`config.mk`:
```
export PLATFORM = sky130hd
export DESIGN_NAME = nfrc_mul
export DESIGN_NICKNAME = d
export VERILOG_FILES = /design/src/design/nfrc_pkg.sv /design/src/design/nfrc_mul.sv
export SDC_FILE = /design/constraint.sdc
export NUM_CORES = 2
export LEC_CHECK = 0
export ABC_AREA = 1
export BUFFER_PORTS_ARGS = -buffer_cell sky130_fd_sc_hd__buf_2
export CORE_MARGIN = 5
export CORE_UTILIZATION = 54
export CTS_CLUSTER_SIZE = 16
export DETAILED_ROUTE_END_ITERATION = 12
export PLACE_DENSITY_LB_ADDON = 0.05
export REMOVE_ABC_BUFFERS = 1
export SYNTH_ARGS = -nofsm -noshare
export SYNTH_HDL_FRONTEND = slang
export SYNTH_SLANG_ARGS = --single-unit
```
`constraint.sdc`:
```
create_clock -name clk -period 9.2 [get_ports clk]
set_input_delay 0.92 -clock clk [delete_from_list [all_inputs] [get_ports clk]]
set_output_delay 0.92 -clock clk [all_outputs]
set_load 0.01 [all_outputs]
```
`src/design/nfrc_pkg.sv`:
```
// nfrc_pkg: shared types, constants and saturating fixed-point helpers
// for the newton fractal root classifier
// no dependencies
package nfrc_pkg;

	// defaults for the top-level parameters
	localparam int DEF_GRID_SIZE     = 64;
	localparam int DEF_FRACTION_BITS = 24;

	// tolerance register carries 24 fraction bits
	localparam int TOL_FRACTION = 24;
	localparam int TOL_W        = 25;
	localparam int ITER_W       = 8;
	localparam int CFG_DATA_W   = 25;

	// configuration register indexes
	localparam logic CFG_TOLERANCE  = 1'b0;
	localparam logic CFG_ITER_COUNT = 1'b1;

	// result codes
	localparam int         CODE_W    = 3;
	localparam int         NUM_ROOTS = 5;
	localparam logic [2:0] ROOT_NONE = 3'd0;

	// divider ring: cells in the ring and quotient bits per division
	localparam int DIV_CELLS = 8;
	localparam int DIV_STEPS = 128;

	typedef logic signed [63:0] fx_t;
	typedef logic [127:0] wide_t;

	localparam fx_t FX_MAX = {1'b0, {63{1'b1}}};
	localparam fx_t FX_MIN = {1'b1, {63{1'b0}}};

	typedef struct packed {
		logic  neg;
		wide_t m;
	} sgnwide_t;

	// one division lane: partial remainder and numerator/quotient shifter
	typedef struct packed {
		logic [63:0] rem;
		wide_t       nq;
	} div_lane_t;

	// data passed from one divider cell to the next
	typedef struct packed {
		logic [63:0] den;
		div_lane_t   re;
		div_lane_t   im;
	} div_data_t;

	// saturating add
	function automatic fx_t sat_add(fx_t a, fx_t b);
		logic signed [64:0] s;
		s = {a[63], a} + {b[63], b};
		if (s[64] != s[63])
			return s[64] ? FX_MIN : FX_MAX;
		return s[63:0];
	endfunction

	// saturating subtract
	function automatic fx_t sat_sub(fx_t a, fx_t b);
		logic signed [64:0] s;
		s = {a[63], a} - {b[63], b};
		if (s[64] != s[63])
			return s[64] ? FX_MIN : FX_MAX;
		return s[63:0];
	endfunction

	// magnitude, most negative value maps to 2^63
	function automatic logic [63:0] mag64(fx_t v);
		return v[63] ? (~$unsigned(v)) + 64'd1 : $unsigned(v);
	endfunction

	// signed value from sign and wide magnitude, saturated
	function automatic fx_t sat_from_mag(logic neg, wide_t m);
		if (m[127:63] != '0)
			return neg ? FX_MIN : FX_MAX;
		return neg ? fx_t'((~m[63:0]) + 64'd1) : fx_t'(m[63:0]);
	endfunction

	// sum of two sign-magnitude values
	function automatic sgnwide_t sgn_sum(logic na, wide_t ma, logic nb, wide_t mb);
		sgnwide_t r;
		if (na == nb) begin
			r.neg = na;
			r.m   = ma + mb;
		end else if (ma < mb) begin
			r.neg = nb;
			r.m   = mb - ma;
		end else begin
			r.neg = na;
			r.m   = ma - mb;
		end
		if (r.m == '0)
			r.neg = 1'b0;
		return r;
	endfunction

endpackage

```
`src/design/nfrc_mul.sv`:
```
// nfrc_mul: 64 x 64 unsigned multiplier built from four 32 x 32 partial
// products over consecutive cycles, accumulated into a 128-bit product
// depends on nfrc_pkg
module nfrc_mul (
	input  logic                clk,
	input  logic                arst_n,
	input  logic                start,
	input  logic [63:0]         a,
	input  logic [63:0]         b,
	output logic                done,
	output nfrc_pkg::wide_t     prod
);

	logic [63:0]     a_q;
	logic [63:0]     b_q;
	logic [2:0]      idx_q;
	logic            busy_q;
	logic            done_q;
	logic            pp_vld_s1;
	logic [1:0]      pp_idx_s1;
	logic [63:0]     pp_s1;
	nfrc_pkg::wide_t acc_q;
	logic [31:0]     a_half;
	logic [31:0]     b_half;
	logic [6:0]      pp_shift;

	// operand halves for the current partial product
	assign a_half   = idx_q[1] ? a_q[63:32] : a_q[31:0];
	assign b_half   = idx_q[0] ? b_q[63:32] : b_q[31:0];
	// weight of the registered partial product: 0, 32, 32 or 64
	assign pp_shift = {pp_idx_s1[1] & pp_idx_s1[0], pp_idx_s1[1] ^ pp_idx_s1[0], 5'b0};

	// sequencing
	always_ff @(posedge clk or negedge arst_n) begin
		if (!arst_n) begin
			busy_q    <= 1'b0;
			done_q    <= 1'b0;
			idx_q     <= '0;
			pp_vld_s1 <= 1'b0;
		end else begin
			done_q <= !start && busy_q && (idx_q == 3'd4);
			if (start) begin
				busy_q    <= 1'b1;
				idx_q     <= '0;
				pp_vld_s1 <= 1'b0;
			end else if (busy_q) begin
				if (idx_q == 3'd4) begin
					busy_q    <= 1'b0;
					pp_vld_s1 <= 1'b0;
				end else begin
					pp_vld_s1 <= 1'b1;
				end
				idx_q <= idx_q + 3'd1;
			end
		end
	end

	// operand capture, partial product and accumulation
	always_ff @(posedge clk) begin
		if (start) begin
			a_q   <= a;
			b_q   <= b;
			acc_q <= '0;
		end else begin
			if (busy_q && idx_q != 3'd4) begin
				pp_s1     <= a_half * b_half;
				pp_idx_s1 <= idx_q[1:0];
			end
			if (pp_vld_s1)
				acc_q <= acc_q + (nfrc_pkg::wide_t'(pp_s1) << pp_shift);
		end
	end

	assign done = done_q;
	assign prod = acc_q;

endmodule

```
==> Yosys cells after proc, flatten, opt, wreduce, memory -nomap -nowiden <==
Index checks and enable logic that the tools add are counted.
{ "totals": {"reg_bits": 328, "latchBits": 0, "ram_bits": 0, "romBits": 0, "input_bits": 131, "out_inout_bits": 129, "elab_cells": 33, "n_memories": 0} }
{ "classes": {"addsub": 2, "mul": 1, "div_mod_pow": 0, "magnitude_cmp": 0, "n_eq_ne": 2, "shift": 1, "mux": 9, "bitwise": 3, "n_reduce_logical": 6} }
{ "ops": {"columns": ["cell", "n"], "rows": [
  ["adder 128 bit", 1],
  ["<< shifter 64 x 7 -> 128 bit", 1],
  ["multiplier 32 x 32 -> 64 bit", 1],
  ["2-to-1 mux 32 bit", 2],
  ["2-to-1 mux 3 bit", 2],
  ["2-to-1 mux 1 bit", 5],
  ["adder 3 x 1 -> 3 bit, second input constant", 1],
  ["== test 3 bit, second input constant", 1],
  ["logical AND 1 bit", 3],
  ["!= test 3 bit, second input constant", 1],
  ["AND reduction 2 bit", 1],
  ["nonzero test 2 bit", 1],
  ["AND 1 bit", 1],
  ["zero test 1 bit", 1],
  ["NOT 1 bit", 1],
  ["XOR 1 bit", 1]
]} }

==> Longest topological paths before layout <==
{ "depth": {"word_depth": 4, "mapped_depth": 37, "mapped_depth_nobuf": 34} }

==> Least setup slack after synthesis <==
OpenSTA, ideal clock, no wires.
{ "synth_timing": {"path_kind": "register to register", "start": "register idx_q[0]", "end": "register pp_s1[57], data pin", "setup_ns": 0.253, "arrival_time_ns": 7.000, "setup_slack_ns": 1.948, "path_stages_with_launch": 33, "period_less_slack_ns": 7.252, "path_cell_list": "dfrtp_1 -> buf_4 -> inv_2 -> clkbuf_1 -> or2_2 -> o21ai_2 -> inv_2 -> clkbuf_1 -> nand2_1 -> fa_1 -> inv_1 -> fa_1 -> inv_1 -> fa_1 -> inv_1 -> fa_1 -> inv_1 -> fa_1 -> inv_1 -> fa_1 -> fa_1 -> fa_1 -> ha_1 -> nand2_1 -> nor2_1 -> inv_1 -> nor2_1 -> inv_1 -> nor4_2 -> a21oi_1 -> or2_1 -> nand4_1 -> nand2_1"} }
{ "synth_between": {"elab_chain_cells": 2} }
{ "synth_lines": {"columns": ["element", "line_no", "rtl"], "rows": [
  ["start: declaration", "nfrc_mul.sv:16", "logic [2:0] idx_q;"],
  ["start signal: assignment", "nfrc_mul.sv:53", "idx_q <= idx_q + 3'd1;"],
  ["2-to-1 mux 32 bit", "nfrc_mul.sv:29", "assign b_half = idx_q[0] ? b_q[63:32] : b_q[31:0];"],
  ["multiplier 32 x 32 -> 64 bit", "nfrc_mul.sv:66", "pp_s1 <= a_half * b_half;"],
  ["end signal: assignment", "nfrc_mul.sv:66", null],
  ["end: declaration", "nfrc_mul.sv:21", "logic [63:0] pp_s1;"]
]} }
Every way passes these cells.
A chain may end at the register's enable or synchronous reset.

==> Worst setup path after layout <==
{ "layout_timing": {"start": "register idx_q[1]", "end": "register pp_s1[49], data pin"} }
{ "layout_between": {"elab_chain_cells": 2} }
{ "layout_lines": {"columns": ["element", "line_no", "rtl"], "rows": [
  ["2-to-1 mux 32 bit", "nfrc_mul.sv:28", "assign a_half = idx_q[1] ? a_q[63:32] : a_q[31:0];"],
  ["multiplier 32 x 32 -> 64 bit", "nfrc_mul.sv:66", null]
]} }
Every way passes these cells.

==> reports/qor.yml <==
status: "completed"
syn_area_per_cell_um2: 7.00
insertion_delay_ns: 0.66
setup_tns_ns: 0
crit_path_start: "idx_q[1]"
synthMuxAreaShare_pct: 0
grt_pass1_vias: 56800
cts_buffer_depth: 3
synthSimpleGateAreaFrac_pct: 26.1
hold_ws_ns: 0.151
clk_pin_slew_ns: 0.06
num_vias: 56000
synth_seq_area_share_pct: 14.2
viasPerCell: 5.43
synth_cells: 8565
track_usage_pct: 41.5
post_cts_buffers: 0
postLayoutCellArea_um2: 64800
ant_nets: 0
synth_top_family_by_area: "adder cells"
cts_tree: "built"
grt_antenna_before_repair: 5
min_period_over_period_pct: 97.2
synthAdderAreaFrac_pct: 38.1
rsz0062_at_grt: "no"
fill_cells: 10800
hold_viol_final: 0
cp-start-kind: "register"
synth.distinct_cells: 47
synth-seq-cells: 328
gp_congestion: 1.05
drt_iter0_drc: 5482
postCtsHoldBufs: 0
yosys_warnings: 0
end_kind: "register"
numCtsBuffers: 44
initial_utilization_pct: 54.3
cts_num_sinks: 328
skew_ns: 0.0277
first_pass_iters: 7
critical_path_class: "reg -> reg"
final_net_count: 10200
drv_slew: 0
cp_data_required_time_ns: 9.60
routed_wirelength_um: 245000
core_um2: 111000
min_period_ns: 8.94
maxCapViolCount: 0
root_buffer: "clkbuf_16"
die_h_um: 343
drc_errors: 0
relSlewSlack_pct: 34.1
fmaxAchievable_mhz: 112
num_io_pins: 260
synth-compound-area-share_pct: 4.72
drive_gt1_share_pct: 8.09
min_path_type: "in -> async"
dieArea_um2: 118000
arrival_ns: 9.34
overflow: 0
ctsResizeCount: 0
placementRows: 122
critPathMaxFanout: 34
synth_xor_area_share_pct: 1.72
grt_pass1_wl_um: 359000
synth_edf_count: 194
grt_max_degree: 163
worst_slew_pin_slew_ns: 0.987
ys.flop_type: "edfxtp_1"
synthesis.area_um2: 60000
r2r-start: "idx_q[1]"
h-tree-depth: 2
place_area_um2: 63300
syn2layout_area_growth_pct: 8.05
io_buffers: 259
dp_hpwl_um: 205000
wire_per_inst_um: 23.8
async_reset_ff_share_pct: 1.83
setup-violations-final: 0
die_x_um: 343
-- area by class of cell --
type	count	area (µm²)	area share (%)
diodes	4	10.0	0.0154
clock buffers	56	1180	1.82
clock inverters	26	325	0.502
inverters	2142	8050	12.4
multi-input cells	5863	42500	65.6
flip-flops and latches	328	8540	13.2
well taps	1488	1860	2.87
repair buffers	390	2350	3.63
-- critical path, stage by stage, from the launching register on --
cell	delay, ns
dfrtp_2	0.41
inv_2	0.50
or2_2	0.25
o21ai_2	0.07
inv_1	0.58
buf_4	0.25
nand2_1	0.08
fa_1	0.51
fa_1	0.46
fa_1	0.49
fa_1	0.57
inv_1	0.07
fa_1	0.48
fa_1	0.48
fa_1	0.45
fa_1	0.50
ha_1	0.42
a21oi_1	0.30
o21ai_0	0.21
a21boi_0	0.48
o21ai_1	0.23
nand2_1	0.16
nand4_1	0.21
xor2_1	0.46
-- cell families after synthesis --
| logic type | after synthesis |
|---|---|
| flops | 328 |
| fa+ha+maj | 1290 |
| compound gates | 500 |
| buf+inv | 2374 |
| simple gates | 3955 |
| xor+xnor | 118 |
-- through the flow --
stage	setup WS (ns)	std cells	util, %
floorplan	0.717	8333	-
global placement	0.460	10200	57.3
detailed placement	0.466	10200	57.3
CTS	0.409	10300	58.6
global route	0.0279	10300	58.6
finish	0.261	10300	58.7
-- path summary, 6_finish.rpt --
check / cells after the start / endpoint / slack [ns]
min: 1 / done / 0.15
min reg2reg: 2 / prod[22] / 0.54
max reg2reg: 23 / pp_s1[49] / 0.26
max: 23 / pp_s1[49] / 0.26
min in group clk: 1 / a_q[47] / 0.43
max in group asynchronous: 1 / pp_vld_s1 / 8.78
-- synth_stat cells, types with 61 or more instances --
master	instances	area [µm²]
ha_1	393	4920
o21ai_0	188	941
nand2_1	2283	8570
dfxtp_1	128	2560
nor2_1	1295	4860
edfxtp_1	194	5830
fa_1	897	18000
clkbuf_1	106	398
a21oi_1	172	861
inv_1	2091	7850
or2_2	61	382
buf_2	120	601
xor2_1	93	815
nand3_1	169	846
-- routing by layer --
metal  part of all wire (%)  wire (µm)  vias to the layer above  track usage (%)
li1                       -          -                    25300                -
met1                     36      87600                    26300             49.6
met2                     44     108000                     3394             65.8
met3                     10      25500                      864             9.50
met4                    9.8      24000                        4             30.9
met5                 0.0069         17                        -                0
-- sequential cells by signal, summed over array words and instances (netlist names) --
| signal | cells |
|---|---|
| busy_q | 1 |
| a_q | 64 |
| pp_vld_s1 | 1 |
| idx_q | 3 |
| b_q | 64 |
| pp_s1 | 64 |
| pp_idx_s1 | 2 |
| done | 1 |
| prod | 128 |
-- cells in the final DEF, fill, tap and decap left out, types with 21 or more instances in the layout --
| cell type | instances |
|---|---|
| a21oi_1 | 172 |
| buf_2 | 258 |
| buf_4 | 126 |
| clkbuf_16 | 44 |
| dfxtp_1 | 128 |
| edfxtp_1 | 194 |
| fa_1 | 897 |
| ha_1 | 392 |
| inv_1 | 2088 |
| inv_2 | 39 |
| nand2_1 | 2283 |
| nand2_2 | 23 |
| nand3_1 | 169 |
| nand4_1 | 21 |
| nor2_1 | 1294 |
| nor2_2 | 29 |
| nor3_1 | 36 |
| o21ai_0 | 168 |
| o21ai_2 | 61 |
| o21bai_1 | 23 |
| or2_2 | 61 |
| xnor2_1 | 25 |
| xor2_1 | 93 |
Power is left out: the tool's default activity adds up to more than one toggle a clock period on the data nets, which glitch-free logic cannot reach.
