File: src/design/nfrc_pkg.sv
// nfrc_pkg: shared types, constants and saturating fixed-point helpers
// for the newton fractal root classifier
// no dependencies
package nfrc_pkg;

	// defaults for the top-level parameters
	localparam int DEF_GRID_SIZE     = 64;
	localparam int DEF_FRACTION_BITS = 24;

	// tolerance register carries 24 fraction bits
	localparam int TOL_FRACTION = 24;
	localparam int TOL_W        = 25;
	localparam int ITER_W       = 8;
	localparam int CFG_DATA_W   = 25;

	// configuration register indexes
	localparam logic CFG_TOLERANCE  = 1'b0;
	localparam logic CFG_ITER_COUNT = 1'b1;

	// result codes
	localparam int         CODE_W    = 3;
	localparam int         NUM_ROOTS = 5;
	localparam logic [2:0] ROOT_NONE = 3'd0;

	// divider ring: cells in the ring and quotient bits per division
	localparam int DIV_CELLS = 8;
	localparam int DIV_STEPS = 128;

	typedef logic signed [63:0] fx_t;
	typedef logic [127:0] wide_t;

	localparam fx_t FX_MAX = {1'b0, {63{1'b1}}};
	localparam fx_t FX_MIN = {1'b1, {63{1'b0}}};

	typedef struct packed {
		logic  neg;
		wide_t m;
	} sgnwide_t;

	// one division lane: partial remainder and numerator/quotient shifter
	typedef struct packed {
		logic [63:0] rem;
		wide_t       nq;
	} div_lane_t;

	// data passed from one divider cell to the next
	typedef struct packed {
		logic [63:0] den;
		div_lane_t   re;
		div_lane_t   im;
	} div_data_t;

	// saturating add
	function automatic fx_t sat_add(fx_t a, fx_t b);
		logic signed [64:0] s;
		s = {a[63], a} + {b[63], b};
		if (s[64] != s[63])
			return s[64] ? FX_MIN : FX_MAX;
		return s[63:0];
	endfunction

	// saturating subtract
	function automatic fx_t sat_sub(fx_t a, fx_t b);
		logic signed [64:0] s;
		s = {a[63], a} - {b[63], b};
		if (s[64] != s[63])
			return s[64] ? FX_MIN : FX_MAX;
		return s[63:0];
	endfunction

	// magnitude, most negative value maps to 2^63
	function automatic logic [63:0] mag64(fx_t v);
		return v[63] ? (~$unsigned(v)) + 64'd1 : $unsigned(v);
	endfunction

	// signed value from sign and wide magnitude, saturated
	function automatic fx_t sat_from_mag(logic neg, wide_t m);
		if (m[127:63] != '0)
			return neg ? FX_MIN : FX_MAX;
		return neg ? fx_t'((~m[63:0]) + 64'd1) : fx_t'(m[63:0]);
	endfunction

	// sum of two sign-magnitude values
	function automatic sgnwide_t sgn_sum(logic na, wide_t ma, logic nb, wide_t mb);
		sgnwide_t r;
		if (na == nb) begin
			r.neg = na;
			r.m   = ma + mb;
		end else if (ma < mb) begin
			r.neg = nb;
			r.m   = mb - ma;
		end else begin
			r.neg = na;
			r.m   = ma - mb;
		end
		if (r.m == '0)
			r.neg = 1'b0;
		return r;
	endfunction

endpackage

File: src/design/nfrc_div_cell.sv
// nfrc_div_cell: one restoring division step for two quotient lanes that
// share a divisor, registered toward the next cell of the ring
// depends on nfrc_pkg
module nfrc_div_cell (
	input  logic                clk,
	input  nfrc_pkg::div_data_t d_in,
	output nfrc_pkg::div_data_t d_out
);

	nfrc_pkg::div_data_t cell_q;
	nfrc_pkg::div_data_t nxt;

	// shift in the next numerator bit, subtract the divisor when it fits
	function automatic nfrc_pkg::div_lane_t lane_step(nfrc_pkg::div_lane_t l,
			logic [63:0] den);
		nfrc_pkg::div_lane_t r;
		logic [63:0]         sh;
		logic [64:0]         diff;
		logic                fits;
		sh   = {l.rem[62:0], l.nq[127]};
		diff = {1'b0, sh} - {1'b0, den};
		fits = !diff[64];
		r.rem = fits ? diff[63:0] : sh;
		r.nq  = {l.nq[126:0], fits};
		return r;
	endfunction

	// step both lanes
	always_comb begin
		nxt.den = d_in.den;
		nxt.re  = lane_step(d_in.re, d_in.den);
		nxt.im  = lane_step(d_in.im, d_in.den);
	end

	always_ff @(posedge clk) begin
		cell_q <= nxt;
	end

	assign d_out = cell_q;

endmodule
File: config.mk
export PLATFORM = sky130hd
export DESIGN_NAME = nfrc_div_cell
export DESIGN_NICKNAME = d
export VERILOG_FILES = /design/src/design/nfrc_pkg.sv /design/src/design/nfrc_div_cell.sv
export SDC_FILE = /design/constraint.sdc
export NUM_CORES = 1
export LEC_CHECK = 0
export ABC_AREA = 1
export BUFFER_PORTS_ARGS = -buffer_cell sky130_fd_sc_hd__buf_2
export CORE_AREA = 2 2 352 354
export CTS_BUF_LIST = sky130_fd_sc_hd__clkbuf_4
export DETAILED_ROUTE_END_ITERATION = 6
export DIE_AREA = 0 0 354 356
export GPL_TIMING_DRIVEN = 0
export MAX_ROUTING_LAYER = met4
export PLACE_DENSITY = 0.35
export SYNTH_ARGS = -nofsm -noshare
export SYNTH_HDL_FRONTEND = slang
export SYNTH_SLANG_ARGS = --single-unit
File: constraint.sdc
create_clock -name clk -period 4.8 [get_ports clk]
set_input_delay 0.96 -clock clk [delete_from_list [all_inputs] [get_ports clk]]
set_output_delay 0.96 -clock clk [all_outputs]
set_load 0.005 [all_outputs]
# Word-level counts from Yosys, hierarchy flattened
# Cells that the tools add are included.
[totals]
output_inout_bits = 448
word_cells = 11
ff_bits = 448
[op_classes]
add_sub_neg = 2
muxes = 2
reduce_logical = 2
[op_table]
columns = ["op", "n"]
rows = [
  ["64-bit by 64-bit subtractor with 65-bit output", 2],
  ["64-bit 2-to-1 mux", 2],
  ["1-bit logical NOT", 2],
]

# Logic depth before layout (Yosys ltp)
# Gate-level depths: netlist of the first run.
[logic_depth]
ltp_word = 2
depth_mapped = 18
mapped_depth_nobuf = 17

# Worst setup path after synthesis of the first run
# Ideal clock, no wire load.
[synth_path]
path_type = "input-to-reg"
startpoint = "input d_in[127] (netlist name)"
endpoint = "register cell_q (netlist bit d_out[183])"
slack_ns = 2.007
cell_stages = 18
path_buffers = 1
arrival_time_ns = 2.680
path_cell_list = "inv_1 -> ha_1 -> fa_1 -> inv_1 -> nand3_1 -> nand2_2 -> nand2_2 -> nand2_4 -> nand2_2 -> nand2_2 -> nand2_1 -> nand2_2 -> nand2_2 -> nand2_4 -> inv_2 -> buf_2 -> nand2_1 -> nand2_1"
[synth_rtl]
columns = ["element", "line_no", "rtl"]
rows = [
  ["start: declaration", "nfrc_div_cell.sv:6", "input nfrc_pkg::div_data_t d_in,"],
  ["end signal: assignment", "nfrc_div_cell.sv:36", "cell_q <= nxt;"],
  ["end: declaration", "nfrc_div_cell.sv:10", "nfrc_pkg::div_data_t cell_q;"],
]

==> impl_metrics.json, run 1 <==
{
  "ys_seq_area_share_pct": 39.80,
  "gp_congestion": 0.9409,
  "tightestPinTransition_ns": 0.5962,
  "final_cell_mix": "1453 x nand2_1, 913 x buf_2, 704 x inv_1",
  "syn_nets": 4024,
  "rsz0062_at_grt": "no",
  "synth_seq_cells": 448,
  "wl_met3_um": 11870,
  "io_buffer_count": 894,
  "total_power_w": 0.01137,
  "synth_cells": 3445,
  "cts_tree": "yes",
  "ys_warn_count": 0,
  "synth_area_um2": 22540,
  "cts_buffers": 139,
  "antenna_found_initial": 48,
  "top_layer": "met4",
  "design_area_um2": 34540,
  "largest_register_ffs": 448,
  "drt_iter0_markers": 1634,
  "ant_nets": 0,
  "fmax_mhz": 279.8,
  "crit_fanout": 10,
  "core-area_um2": 122700,
  "drv_cap": 0,
  "cts.root.buffer_cell": "clkbuf_4",
  "clockBufferDepth": 3,
  "drc": 0,
  "ys_types": 33,
  "end_kind": "flop",
  "status": "finished clean",
  "ctsResizeCount": 0,
  "min_period_over_period_pct": 74.45,
  "drive_gt1_share_pct": 24.71,
  "cp_data_arrival_time_ns": 4.49,
  "dieArea_um2": 126000,
  "cellLeakagePower_nw": 19.64,
  "cp.required_ns": 5.72,
  "grt_pass1_vias": 25680,
  "cts_setup_buffers": 0,
  "slowest_delay_ns": 0.58,
  "placed_cells": 5976,
  "critPathSlowestCell": "dlygate4sd3_1",
  "synth_edf_count": 0,
  "tns_ns": 0,
  "period_needed_ns": 3.574,
  "setup_viol": 0,
  "layout_commonest_cell": "nand2_1",
  "ir_worst_vdd_mv": 0.2139,
  "overflow": 0,
  "area_growth_pct": 53.28,
  "crit_type": "primary input to flop",
  "clock-sinks": 448,
  "cp.buffers_inverters": 6,
  "async_flop_share_pct": 0,
  "fp-row-count": 129,
  "viasPerCell": 3.904,
  "grt_max_degree": 17,
  "met2WireLength_um": 76350,
  "yosys_most_used_dff": "dfxtp_1",
  "path_cells": "dlygate4sd3_1, buf_2, inv_1, ha_1, nand2_1, inv_1, a21oi_2, nand2_4, nand2_2, nand2_2, nand2_1, nand2_2, nand2_2, nand2_4, inv_2, buf_2, nand2_1, nand2_1",
  "critPathTopFamily": "buffers and inverters",
  "start_util_pct": 18.37,
  "wl_per_cell_um": 24.33,
  "vias": 25860,
  "grt_pass1_wl_um": 211100,
  "dr.pass1.iters": 5,
  "cts.clk_slew.worst_paths_ns": 0.06,
  "die_h_um": 356,
  "wl_um": 161200,
  "met1Wirelength_um": 68770,
  "avgSynthCellArea_um2": 6.541,
  "slew_violations": 0,
  "grt_usage_pct": 25.57,
  "cp-start-kind": "primary input",
  "min_path_type": "primary input to flop",
  "die_w_um": 354,
  "dp_slack_ns": 0.6402,
  "stdcell_count": 6623,
  "hpwl_um": 141500,
  "pwr_density_cell_nw_per_um2": 329.2,
  "dpl-instance-area_um2": 29060,
  "io_pins": 897,
  "hold_violations": 0,
  "num-nets-final": 5415,
  "fin_ws_ns": 1.226,
  "htreeDepth": 4,
  "slew_headroom_pct": 59.95
}
-- path summary, 6_finish.rpt --
check                      from          to  slack (ns)  cells past startpoint
worst min-delay path  d_in[136]  d_out[137]        0.13                      3
worst max-delay path  d_in[391]  d_out[156]        1.23                     18
-- where the power goes --
part / switching (W) / leakage, nW / internal (W)
Sequential: 0.000118 / 3.78 / 0.00406
Clock: 0.00196 / 1.07 / 0.00210
Combinational: 0.00200 / 14.8 / 0.00112
-- layout make-up --
cell class / instances / area, um2
antenna: 48 / 120.1
buffer: 26 / 198.9
clock buffer: 201 / 1509
clock inverter: 42 / 291.5
fill: 14000 / 88130
inverter: 730 / 2743
multi-input combinational: 2241 / 10630
sequential: 448 / 8969
tap: 1637 / 2048
timing repair buffer: 1250 / 8038
-- routing by layer --
layer  vias up  GRT usage, %
met2       939         42.32
met3       154         7.949
li1      13140             -
met1     11630         29.73
met4         0         7.212
met5         -             -
-- cell families (layout without fill, tap and decap cells) --
logic type,after synthesis,count (layout),synth area share (%)
buffers and inverters,756,2249,13.05
XOR/XNOR,62,62,2.410
AO/OA/AOI/OAI,129,129,2.965
AND/OR/NAND/NOR,1920,1920,34.49
flip-flops,448,448,39.80
other,0,48,0
adder cells (fa/ha/maj),130,130,7.284
-- stage by stage --
stage	util, %	hold slack [ns]
finish	28.16	0.1348
global route	28.14	-0.006973
CTS	28.06	0.002239
detailed placement	23.69	1.064
global placement	23.69	1.062
floorplan	-	0.9877
-- cell usage after synthesis, drive strengths merged, types with 25 or more instances --
cell | n | share of area, %
nand2 | 1471 | 25
inv | 728 | 12
dfxtp | 448 | 40
nor2 | 229 | 4.0
nand3 | 144 | 3.6
ha | 128 | 7.1
a21oi | 89 | 2.0
o21ai | 37 | 0.82
xor2 | 37 | 1.4
nor3 | 32 | 0.76
buf | 26 | 0.88
xnor2 | 25 | 0.97
-- worst min-delay path, stage by stage --
cell	delay, ns
buf_2	0.13
nand2_1	0.06
nand2_1	0.05
-- timing repair --
action / CTS / global route
setup endpoints to repair: 0 / 0
hold buffers: 356 / 0
endpoints found under the hold margin: 356 / 0
Note: power is estimated with default switching activity, not from simulation.
==> run 2, diff against run 1 <==
==> constraint.sdc (replaced) <==
create_clock -name clk -period 3.5 [get_ports clk]
set_input_delay 0.7 -clock clk [delete_from_list [all_inputs] [get_ports clk]]
set_output_delay 0.7 -clock clk [all_outputs]
set_load 0.005 [all_outputs]
==> run 2 against run 1 <==
Against the previous run: hold slack worse by 0.025 ns; sequential share of layout area is 0.64 points lower; clock power is 37% higher; utilization is 0.71 points higher; highest routed layer unchanged; via count is 1.3% higher; largest cell class unchanged; non-clock buffer count is 88 higher; combinational power is 40% higher; final cell count is 1.3% higher; wire length is 0.28% higher; design area is 2.5% higher.
==> impl_metrics.json, run 2 (synthesis results as in run 1) <==
{
  "hold_violations": 0,
  "tns_ns": 0,
  "slew_headroom_pct": 59.41,
  "wl_per_cell_um": 24.10,
  "htreeDepth": 4,
  "post-route-util_pct": 28.87,
  "clock_power_share_pct": 35.5,
  "ctsHoldBuffers": 444,
  "crit_type": "primary input to flop",
  "seqCellArea_um2": 8969,
  "drc": 0,
  "multi_input_area_um2": 10630,
  "setup_viol": 0,
  "io_buffer_count": 894,
  "antenna_found_initial": 40,
  "die_w_um": 354,
  "gp_congestion": 0.9409,
  "fin_ws_ns": 0.04619,
  "layout_commonest_cell": "nand2_1",
  "start_util_pct": 18.37,
  "largest_register_ffs": 448,
  "grt_max_degree": 17,
  "dr.pass1.iters": 5,
  "tightestPinTransition_ns": 0.6043,
  "combPwrFrac_pct": 27.9,
  "cp-start-kind": "primary input",
  "overflow": 0,
  "core-area_um2": 122700,
  "rsz0062_at_grt": "no",
  "cts_buffers": 139,
  "period_needed_ns": 3.454,
  "fillers": 13930,
  "num-nets-final": 5503,
  "min_path_type": "primary input to flop",
  "cts_setup_buffers": 0,
  "cellLeakagePower_nw": 20.01,
  "cp_data_arrival_time_ns": 4.34,
  "ant_nets": 0,
  "clock-sinks": 448,
  "cp.buffers_inverters": 6,
  "critPathTopFamily": "buffers and inverters",
  "grt_usage_pct": 25.62,
  "status": "finished clean",
  "cts.root.buffer_cell": "clkbuf_4",
  "pwr_density_cell_nw_per_um2": 442.7,
  "seq_power_share_pct": 36.6,
  "grt_pass1_vias": 25980,
  "p_sw_w": 0.005618,
  "fmax_mhz": 289.5,
  "path_cells": "dlygate4sd3_1, buf_2, inv_1, ha_1, nand2_1, inv_1, a21oi_2, nand2_4, nand2_2, nand2_2, nand2_1, nand2_2, nand2_2, nand2_4, inv_2, buf_2, nand2_1, nand2_1",
  "end_kind": "flop",
  "total_power_w": 0.01568,
  "drive_gt1_share_pct": 24.27,
  "slowest_delay_ns": 0.58,
  "drt_iter0_markers": 1669,
  "crit_fanout": 10,
  "cts.clk_slew.worst_paths_ns": 0.06,
  "vias": 26190,
  "critPathSlowestCell": "dlygate4sd3_1",
  "cts_tree": "yes",
  "final_cell_mix": "1453 x nand2_1, 913 x buf_2, 704 x inv_1",
  "dieArea_um2": 126000,
  "drv_cap": 0,
  "p_int_w": 0.01006,
  "sw_frac_of_total_pct": 35.84,
  "ctsResizeCount": 0,
  "slew_violations": 0,
  "wl_um": 161600,
  "fp-row-count": 129,
  "die_h_um": 356,
  "area_growth_pct": 57.13,
  "ir_worst_vdd_mv": 0.2861,
  "hpwl_um": 141500,
  "clockBufferDepth": 3,
  "grt_pass1_wl_um": 212100,
  "io_pins": 897,
  "min_period_over_period_pct": 98.68,
  "viasPerCell": 3.905,
  "dp_slack_ns": -0.3998,
  "cp.required_ns": 4.38
}
-- run 2: worst paths after layout --
path	from	end	slack, ns	cells past startpoint
max	d_in[391]	d_out[156]	0.05	18
min	d_in[152]	d_out[153]	0.11	3
-- run 2: power groups by stage --
stage                     registers, W  clock network [W]  logic (W)
after CTS                      0.00574            0.00581    0.00444
final                          0.00574            0.00556    0.00438
after global routing           0.00577            0.00608    0.00478
after floorplan                0.00587                  0    0.00181
after global placement         0.00584                  0    0.00399
after detailed placement       0.00584                  0    0.00397
-- run 2: area by class of cell --
class | instances | area share, %
Antenna cell | 43 | 0.3039
Buffer | 26 | 0.5618
Clock buffer | 201 | 4.261
Clock inverter | 42 | 0.8233
Inverter | 730 | 7.745
Multi-Input combinational cell | 2241 | 30.01
Sequential cell | 448 | 25.33
Tap cell | 1637 | 5.784
Timing Repair Buffer | 1338 | 25.19
-- run 2: through the flow --
stage	hold slack, ns	cell area (um2)	cells
2_1_floorplan	0.7277	22540	3445
3_3_place_gp	0.8025	29060	5976
3_5_place_dp	0.8036	29060	5976
4_1_cts	0.04247	35300	6663
5_1_grt	0.03056	35390	6696
6_report	0.1100	35410	6706
-- run 2: routing by layer --
layer  GRT usage [%]  routed length, um  vias up
li1                -                  -    13300
met1           30.05              69280    11810
met2           42.47              76610      928
met3           7.431              11410      154
met4           7.229               4289        0
met5               -                  0        -
-- run 2: worst min-delay path: stages --
cell and delay (ns):
buf_2 0.13, nand2_1 0.07, nand2_1 0.16
